**config.mk**
```make
export PLATFORM = sky130hd
export DESIGN_NAME = lpht_divider
export DESIGN_NICKNAME = d
export VERILOG_FILES = /design/src/rtl/core/lpht_pkg.sv /design/src/rtl/core/lpht_divider.sv
export SDC_FILE = /design/constraint.sdc
export NUM_CORES = 1
export LEC_CHECK = 0
export BUFFER_PORTS_ARGS = -buffer_cell sky130_fd_sc_hd__buf_2
export CAP_MARGIN = 15
export CORE_ASPECT_RATIO = 0.5
export CORE_MARGIN = 5
export CORE_UTILIZATION = 35
export CTS_CLUSTER_SIZE = 14
export DETAILED_ROUTE_END_ITERATION = 6
export PLACE_DENSITY = 0.5
export RECOVER_POWER = 100
export SYNTH_ARGS = -nofsm -noshare
export SYNTH_HDL_FRONTEND = slang
export SYNTH_SLANG_ARGS = --single-unit
```
**constraint.sdc**
```tcl
create_clock -name clock -period 10.78 [get_ports clock]
set_clock_uncertainty 0.2 [all_clocks]
set_input_delay 0.539 -clock clock [delete_from_list [all_inputs] [get_ports clock]]
set_output_delay 0.539 -clock clock [all_outputs]
set_load 0.02 [all_outputs]
```
**src/rtl/core/lpht_pkg.sv**
```systemverilog
`timescale 1ns / 1ps

package lpht_pkg;

   // Fixed field widths on the ports
   localparam int HASH_W  = 32;
   localparam int KEY_W   = 32;
   localparam int VALUE_W = 32;
   localparam int CAP_W   = 9;

   // Default build parameters
   localparam int SLOTS_DEFAULT      = 256;
   localparam int KEY_BITS_DEFAULT   = 32;
   localparam int VALUE_BITS_DEFAULT = 32;

   localparam logic [CAP_W-1:0] CAP_RESET = 9'd256;
   // Largest capacity the register can express; no probe goes past it
   localparam int CAP_MAX = (1 << CAP_W) - 1;

   // Remainder unit: quotient bits retired per cycle
   localparam int DIV_STEP   = 4;
   localparam int DIV_CYCLES = HASH_W / DIV_STEP;
   localparam int DIV_CNT_W  = $clog2(DIV_CYCLES);

   localparam logic FUNC_INSERT = 1'b0;
   localparam logic FUNC_LOOKUP = 1'b1;

   typedef enum logic [1:0] {
      STATUS_INSERTED = 2'd0,
      STATUS_FULL     = 2'd1,
      STATUS_FOUND    = 2'd2,
      STATUS_MISSING  = 2'd3
   } status_type;

   typedef enum logic [1:0] {
      ST_IDLE,
      ST_DIVIDE,
      ST_PROBE,
      ST_FINISH
   } state_type;

   typedef struct packed {
      logic rd_en;
      logic wr_en;
   } store_ctl_type;

   typedef struct packed {
      logic clear_busy;
      logic rd_used;
   } store_sts_type;

endpackage

```
**src/rtl/core/lpht_divider.sv**
```systemverilog
`timescale 1ns / 1ps

// Iterative remainder: dividend % divisor, DIV_STEP bits per cycle.
module lpht_divider (
   input  logic                        clock,
   input  logic                        reset,
   input  logic                        start,
   input  logic [lpht_pkg::HASH_W-1:0] dividend,
   input  logic [lpht_pkg::CAP_W-1:0]  divisor,
   output logic                        done,
   output logic [lpht_pkg::CAP_W-1:0]  remainder
);
   import lpht_pkg::*;

   logic                 run_ff, run_in;
   logic                 done_ff, done_in;
   logic [DIV_CNT_W-1:0] cnt_ff, cnt_in;
   logic [HASH_W-1:0]    dvd_ff, dvd_in;
   logic [CAP_W-1:0]     dsr_ff, dsr_in;
   logic [CAP_W-1:0]     rem_ff, rem_in;

   always_comb begin
      logic [CAP_W:0] r;
      r       = {1'b0, rem_ff};
      run_in  = run_ff;
      done_in = 1'b0;
      cnt_in  = cnt_ff;
      dvd_in  = dvd_ff;
      dsr_in  = dsr_ff;
      rem_in  = rem_ff;
      if (start) begin
         run_in = 1'b1;
         cnt_in = '0;
         dvd_in = dividend;
         dsr_in = divisor;
         rem_in = '0;
      end else if (run_ff) begin
         // remainder stays below divisor, so shifted value fits CAP_W+1 bits
         for (int i = 0; i < DIV_STEP; i++) begin
            r = {r[CAP_W-1:0], dvd_ff[HASH_W-1-i]};
            if (r >= {1'b0, dsr_ff}) begin
               r = r - {1'b0, dsr_ff};
            end
         end
         rem_in = r[CAP_W-1:0];
         dvd_in = dvd_ff << DIV_STEP;
         cnt_in = cnt_ff + 1'b1;
         if (cnt_ff == DIV_CNT_W'(DIV_CYCLES - 1)) begin
            run_in  = 1'b0;
            done_in = 1'b1;
         end
      end
   end

   always_ff @(posedge clock) begin
      if (reset) begin
         run_ff  <= 1'b0;
         done_ff <= 1'b0;
         cnt_ff  <= '0;
      end else begin
         run_ff  <= run_in;
         done_ff <= done_in;
         cnt_ff  <= cnt_in;
      end
      dvd_ff <= dvd_in;
      dsr_ff <= dsr_in;
      rem_ff <= rem_in;
   end

   assign done      = done_ff;
   assign remainder = rem_ff;

endmodule

```
==> results of run 1 <==
## cell families after synthesis
group | count (synthesis)
AOI/OAI and AO/OA | 93
and+or+nand+nor | 80
DFF | 55
muxes | 50
adders and majority gates | 42
buffers and inverters | 34
xor gates and xnor gates | 26
## layout by cell type (no fill, tap or decap), types with 6 or more instances in the layout
master	Yosys	routed
a21o_1	10	10
o21ai_0	12	12
nand2_1	14	14
inv_1	23	23
nor2_1	23	23
dfxtp_1	14	14
nand2b_1	6	6
nand4_1	7	7
nor3_1	8	8
clkbuf_1	5	12
xnor2_1	17	17
edfxtp_1	41	41
a211oi_1	11	11
xor2_1	9	9
a21oi_1	25	25
ha_1	38	38
buf_2	3	43
mux2i_1	11	11
mux2_2	36	34
## repair_timing
| item | 4_1_cts | 5_1_grt |
|---|---|---|
| endpoints found under the setup margin | 0 | 8 |
| buffers inserted | 0 | 0 |
| resized for setup | 0 | 1 |
## sequential cells by signal, summed over array words and instances (netlist names)
signal and count:
dsr_ff 9, dvd_ff 32, done 1, run_ff 1
cnt_ff 3, remainder 9
## per-layer routing
metal | routed length [µm] | vias to the layer above | share of wire
met1 | 4800 | 1429 | 0.48
met3 | 616 | 15 | 0.062
li1 | - | 1534 | -
met5 | 13 | - | 0.0013
met2 | 4380 | 78 | 0.44
met4 | 132 | 2 | 0.013
## Yosys cell counts (all sizes together), types with 5 or more instances
cell type and n:
and2 6, a211oi 13, nor3 8, xnor2 17, edfxtp 41, o21ai 14
a21oi 25, ha 38, nand2b 6, xor2 9, buf 5, dfxtp 14
o31ai 5, nand4 7, a21o 10, mux2i 13, nor2 23, inv 24
mux2 37, clkbuf 5, nand2 14
## per-stage QoR
| step | cell area (µm²) | instances | setup WS, ns | utilization |
|---|---|---|---|---|
| 3_3_place_gp | 4460 | 569 | 1.11 | 0.400 |
| 2_1_floorplan | 4040 | 380 | 2.09 | - |
| 4_1_cts | 4620 | 577 | 0.854 | 0.415 |
| 5_1_grt | 4610 | 577 | 0.0604 | 0.413 |
| 3_5_place_dp | 4460 | 569 | 0.922 | 0.400 |
| 6_report | 4610 | 577 | 0.958 | 0.413 |
## worst paths after layout
kind | start | to | cells after the start
setup / recovery | dsr_ff[0] | remainder[0] | 32
hold / removal | divisor[2] | dsr_ff[2] | 1
setup reg to reg | dsr_ff[0] | remainder[0] | 32
hold reg to reg | cnt_ff[2] | cnt_ff[2] | 2
## cell type report
cell class | instances | share of cell area
multi-input cells | 291 | 0.521
flip-flops and latches | 55 | 0.328
repair buffers | 54 | 0.0557
well taps | 145 | 0.0394
clock buffers | 6 | 0.0280
inverters | 24 | 0.0196
clock inverters | 2 | 0.00842
## critical path, delay by kind of cell, from the launching register on
family / cells / cell delay (ns)
AOI/OAI and AO/OA: 19 / 5.21
adders and majority gates: 5 / 1.66
buffers and inverters: 1 / 0.05
DFF: 1 / 0.44
muxes: 4 / 1.38
and+or+nand+nor: 3 / 0.77
==> results.yml, run 1 <==
route:
  routed_wl_um: 9930
  drtAntennaViolNets: 0
  drc_errors: 0
  dr.pass1.iters: 4
  wl_per_cell_um: 17.2
  drt_iter0_drc: 179
  vias_per_cell: 5.30
  num_vias: 3058
layout:
  fillers: 1122
  fin_nets: 517
  diodes: 0
  multi_input_area_um2: 2400
  drive_above_1_share: 0.222
  area_growth_pct: 14.0
  seq_area_um2: 1510
timing:
  period_needed_ns: 9.82
  finalHoldWorstSlack_ns: 0.219
  maxSlewHeadroom: -0.910
  worst_slew_pin_slew_ns: 2.86
  rsz0062_at_grt: "false"
  hold_viol_final: 0
  drv_slew: 92
  fmax_mhz: 102
  setup_viol: 0
  period_share: 0.911
  tns_ns: 0
grt:
  antenna_found_initial: 1
  grt_max_degree: 59
  met3_usage: 0.0355
  grt_pass1_wl_um: 16100
  gr-usage-met2: 0.232
  grt_use_total: 0.145
  grt_use_met1: 0.198
  grt_pass1_vias: 3039
  overflow: 0
  grt.busiest_layer: "met2"
worst_setup_path:
  start_kind: "register"
  max_stage_delay_ns: 0.63
  worst_setup_path_end_kind: "register"
  r2r_setup_slack_ns: 0.96
  worst-setup-path-type: "reg -> reg"
  cp_common_cell: "ha_1"
  crit_arrival_ns: 9.81
  required_ns: 10.76
  cp_slowest_cell: "a311oi_1"
  crit_fanout: 13
synthesis:
  yosys-top-cells-area: "edfxtp_1 (30%), ha_1 (12%), mux2_2 (10%)"
  yosysSeqAreaShare: 0.374
  synthMuxAreaShare: 0.142
  synth_top_family_by_area: "compound AO/OA/AOI/OAI gates"
  synth_area_um2: 4040
  synth_area_per_cell_um2: 10.6
  synthAdderAreaFrac: 0.137
  yosysUniqueCellTypes: 51
  synth_edf_count: 41
  synth-simple-area-share: 0.0997
  yosysWarnings: 0
  synthArstFlopShare: 0
  post-synth-top-area-cell: "edfxtp_1"
  synth_fp_nets: 466
  ys.flop_type: "edfxtp_1"
  syn_inst: 380
  synth-compound-area-share: 0.158
  ys_seq_elements: 55
  synth.top_cell.area_share: 0.305
  synth-xor-area-share: 0.0563
clock_tree:
  cts_tree: "done"
  clock-sinks: 55
  clk-insertion-delay-late_ns: 0.29
  htreeDepth: 2
  clkTransAtPathRegs_ns: 0.07
  numCtsBuffers: 5
  cts_hold_buf: 0
  clk_path_buf_depth: 2
  root_buffer: "clkbuf_16"
floorplanning:
  die_width_um: 162
  io_pins: 54
  core.rowCount: 27
  core_area_um2: 11100
  dieArea_um2: 13900
  start_util: 0.363
  die_y_um: 86.0
min_path:
  hp-class: "in -> reg"
job:
  drv_cap: 2
place:
  port_buffers: 53
  gp_congestion: 0.905
  hpwl_um: 7510
run_status:
  violations: "max-capacitance violations, max-slew violations"
  outcome: "complete, but fails checks"
Power of run 1 is left out: the tool's default activity adds up to more than one toggle a clock period on the data nets, which glitch-free logic cannot reach.
==> inputs of run 2 (changes only) <==
--- a/config.mk
+++ b/config.mk
@@ -12,6 +12,7 @@
 export CORE_UTILIZATION = 35
 export CTS_CLUSTER_SIZE = 14
 export DETAILED_ROUTE_END_ITERATION = 6
+export MAX_ROUTING_LAYER = met4
 export PLACE_DENSITY = 0.5
 export RECOVER_POWER = 100
 export SYNTH_ARGS = -nofsm -noshare
==> results.yml, run 2 (synthesized netlist as in run 1, its figures left out) <==
run_status:
  outcome: "complete, but fails checks"
  violations: "max-capacitance violations, max-slew violations"
timing:
  rsz0062_at_grt: "false"
  tns_ns: 0
  drv_slew: 92
  worst_slew_pin_slew_ns: 2.83
  setup_viol: 0
  period_share: 0.919
  hold_viol_final: 0
  period_needed_ns: 9.91
  fmax_mhz: 101
  maxSlewHeadroom: -0.885
route:
  drtAntennaViolNets: 0
  dr.pass1.iters: 4
  drt_iter0_drc: 184
  drc_errors: 0
  num_vias: 3022
  vias_per_cell: 5.24
  routed_wl_um: 9660
  wl_per_cell_um: 16.7
clock_tree:
  numCtsBuffers: 5
  clk_path_buf_depth: 2
  root_buffer: "clkbuf_16"
  post-cts-setup-buffers: 0
  clk-insertion-delay-late_ns: 0.29
  htreeDepth: 2
  clkTransAtPathRegs_ns: 0.07
  clock-sinks: 55
  cts_tree: "done"
worst_setup_path:
  worst-setup-path-type: "reg -> reg"
  cp_slowest_cell: "a311oi_1"
  r2r_setup_slack_ns: 0.87
  crit_fanout: 13
  required_ns: 10.76
  cp_common_cell: "ha_1"
  crit_arrival_ns: 9.89
  r2r_start: "dsr_ff[0]"
  max_stage_delay_ns: 0.62
  worst_setup_path_end_kind: "register"
  start_kind: "register"
  r2r_end: "remainder[0]"
  r2r_cells: 32
min_path:
  hp-class: "in -> reg"
  hold-path-endpoint: "dsr_ff[6]"
  hp-start: "divisor[6]"
  min_path_cells: 1
floorplanning:
  core_area_um2: 11100
  core.rowCount: 27
  die_y_um: 86.0
  io_pins: 54
  die_width_um: 162
  start_util: 0.363
  dieArea_um2: 13900
grt:
  grt_pass1_vias: 3000
  grt_pass1_wl_um: 15700
  overflow: 0
  grt_use_total: 0.145
  antenna_found_initial: 0
  grt_max_degree: 59
place:
  port_buffers: 53
  gp_congestion: 0.852
  hpwl_um: 7420
layout:
  largest_reg_flops: 32
  diodes: 0
  top_register: "dvd_ff"
  area_growth_pct: 13.9
  fin_nets: 517
  final_cell_mix: "buf_2 (43), edfxtp_1 (41), ha_1 (38)"
  fillers: 1098
  drive_above_1_share: 0.220
  layout_commonest_cell: "buf_2"
job:
  drv_cap: 2
[run 2: cell count changes in the layout (fill, tap and decap cells not counted)]
cell | before | now
mux2_4 | 1 | 0
and2_0 | 1 | 2
and2_1 | 5 | 4
mux2_1 | 2 | 3
[run 2: worst max-delay path, delay by kind of cell (launching register included)]
kind	cells	cell delay [ns]
compound gates	19	5.31
fa+ha+maj	5	1.66
mux	4	1.38
simple gates	3	0.75
flops	1	0.45
buf+inv	1	0.05
[run 2: worst max path at each step]
stage,from,to
after floorplan,dvd_ff[31],remainder[0]
after detailed placement,dsr_ff[0],remainder[0]
after global placement,dsr_ff[1],remainder[0]
after global routing,dsr_ff[0],remainder[0]
final,dsr_ff[0],remainder[0]
after CTS,dsr_ff[0],remainder[0]
[run 2: final cells by class]
type                       count  area [µm²]  share of cell area
clock inverter                 2        38.8             0.00843
sequential                    55        1510               0.328
multi-input combinational    291        2400               0.521
tap                          145         181              0.0394
timing repair buffer          54         256              0.0557
inverter                      24        90.1              0.0196
clock buffer                   6         129              0.0280
[run 2: repair_timing]
| item | in CTS | in global routing |
|---|---|---|
| hold buffers | 0 | 0 |
| resized for setup | 0 | 1 |
| setup endpoints to repair | 0 | 2 |
[run 2: stage by stage]
stage | cells | utilization | cell area (µm²) | setup slack [ns] | hold slack (ns)
3_3_place_gp | 569 | 0.400 | 4460 | 1.01 | 0.316
2_1_floorplan | 380 | - | 4040 | 2.09 | 0.297
5_1_grt | 577 | 0.413 | 4600 | 0.0808 | 0.210
3_5_place_dp | 569 | 0.400 | 4460 | 0.853 | 0.320
4_1_cts | 577 | 0.415 | 4620 | 0.779 | 0.211
6_report | 577 | 0.413 | 4600 | 0.874 | 0.219
[run 2: routing by layer]
layer  track usage  wire [µm]  up-vias
met3        0.0336        471       10
met4        0.0299        139        0
met2         0.223       4210       63
met5             -          0        -
met1         0.196       4840     1418
li1              -          -     1531
Power of run 2 is left out for the same reason.
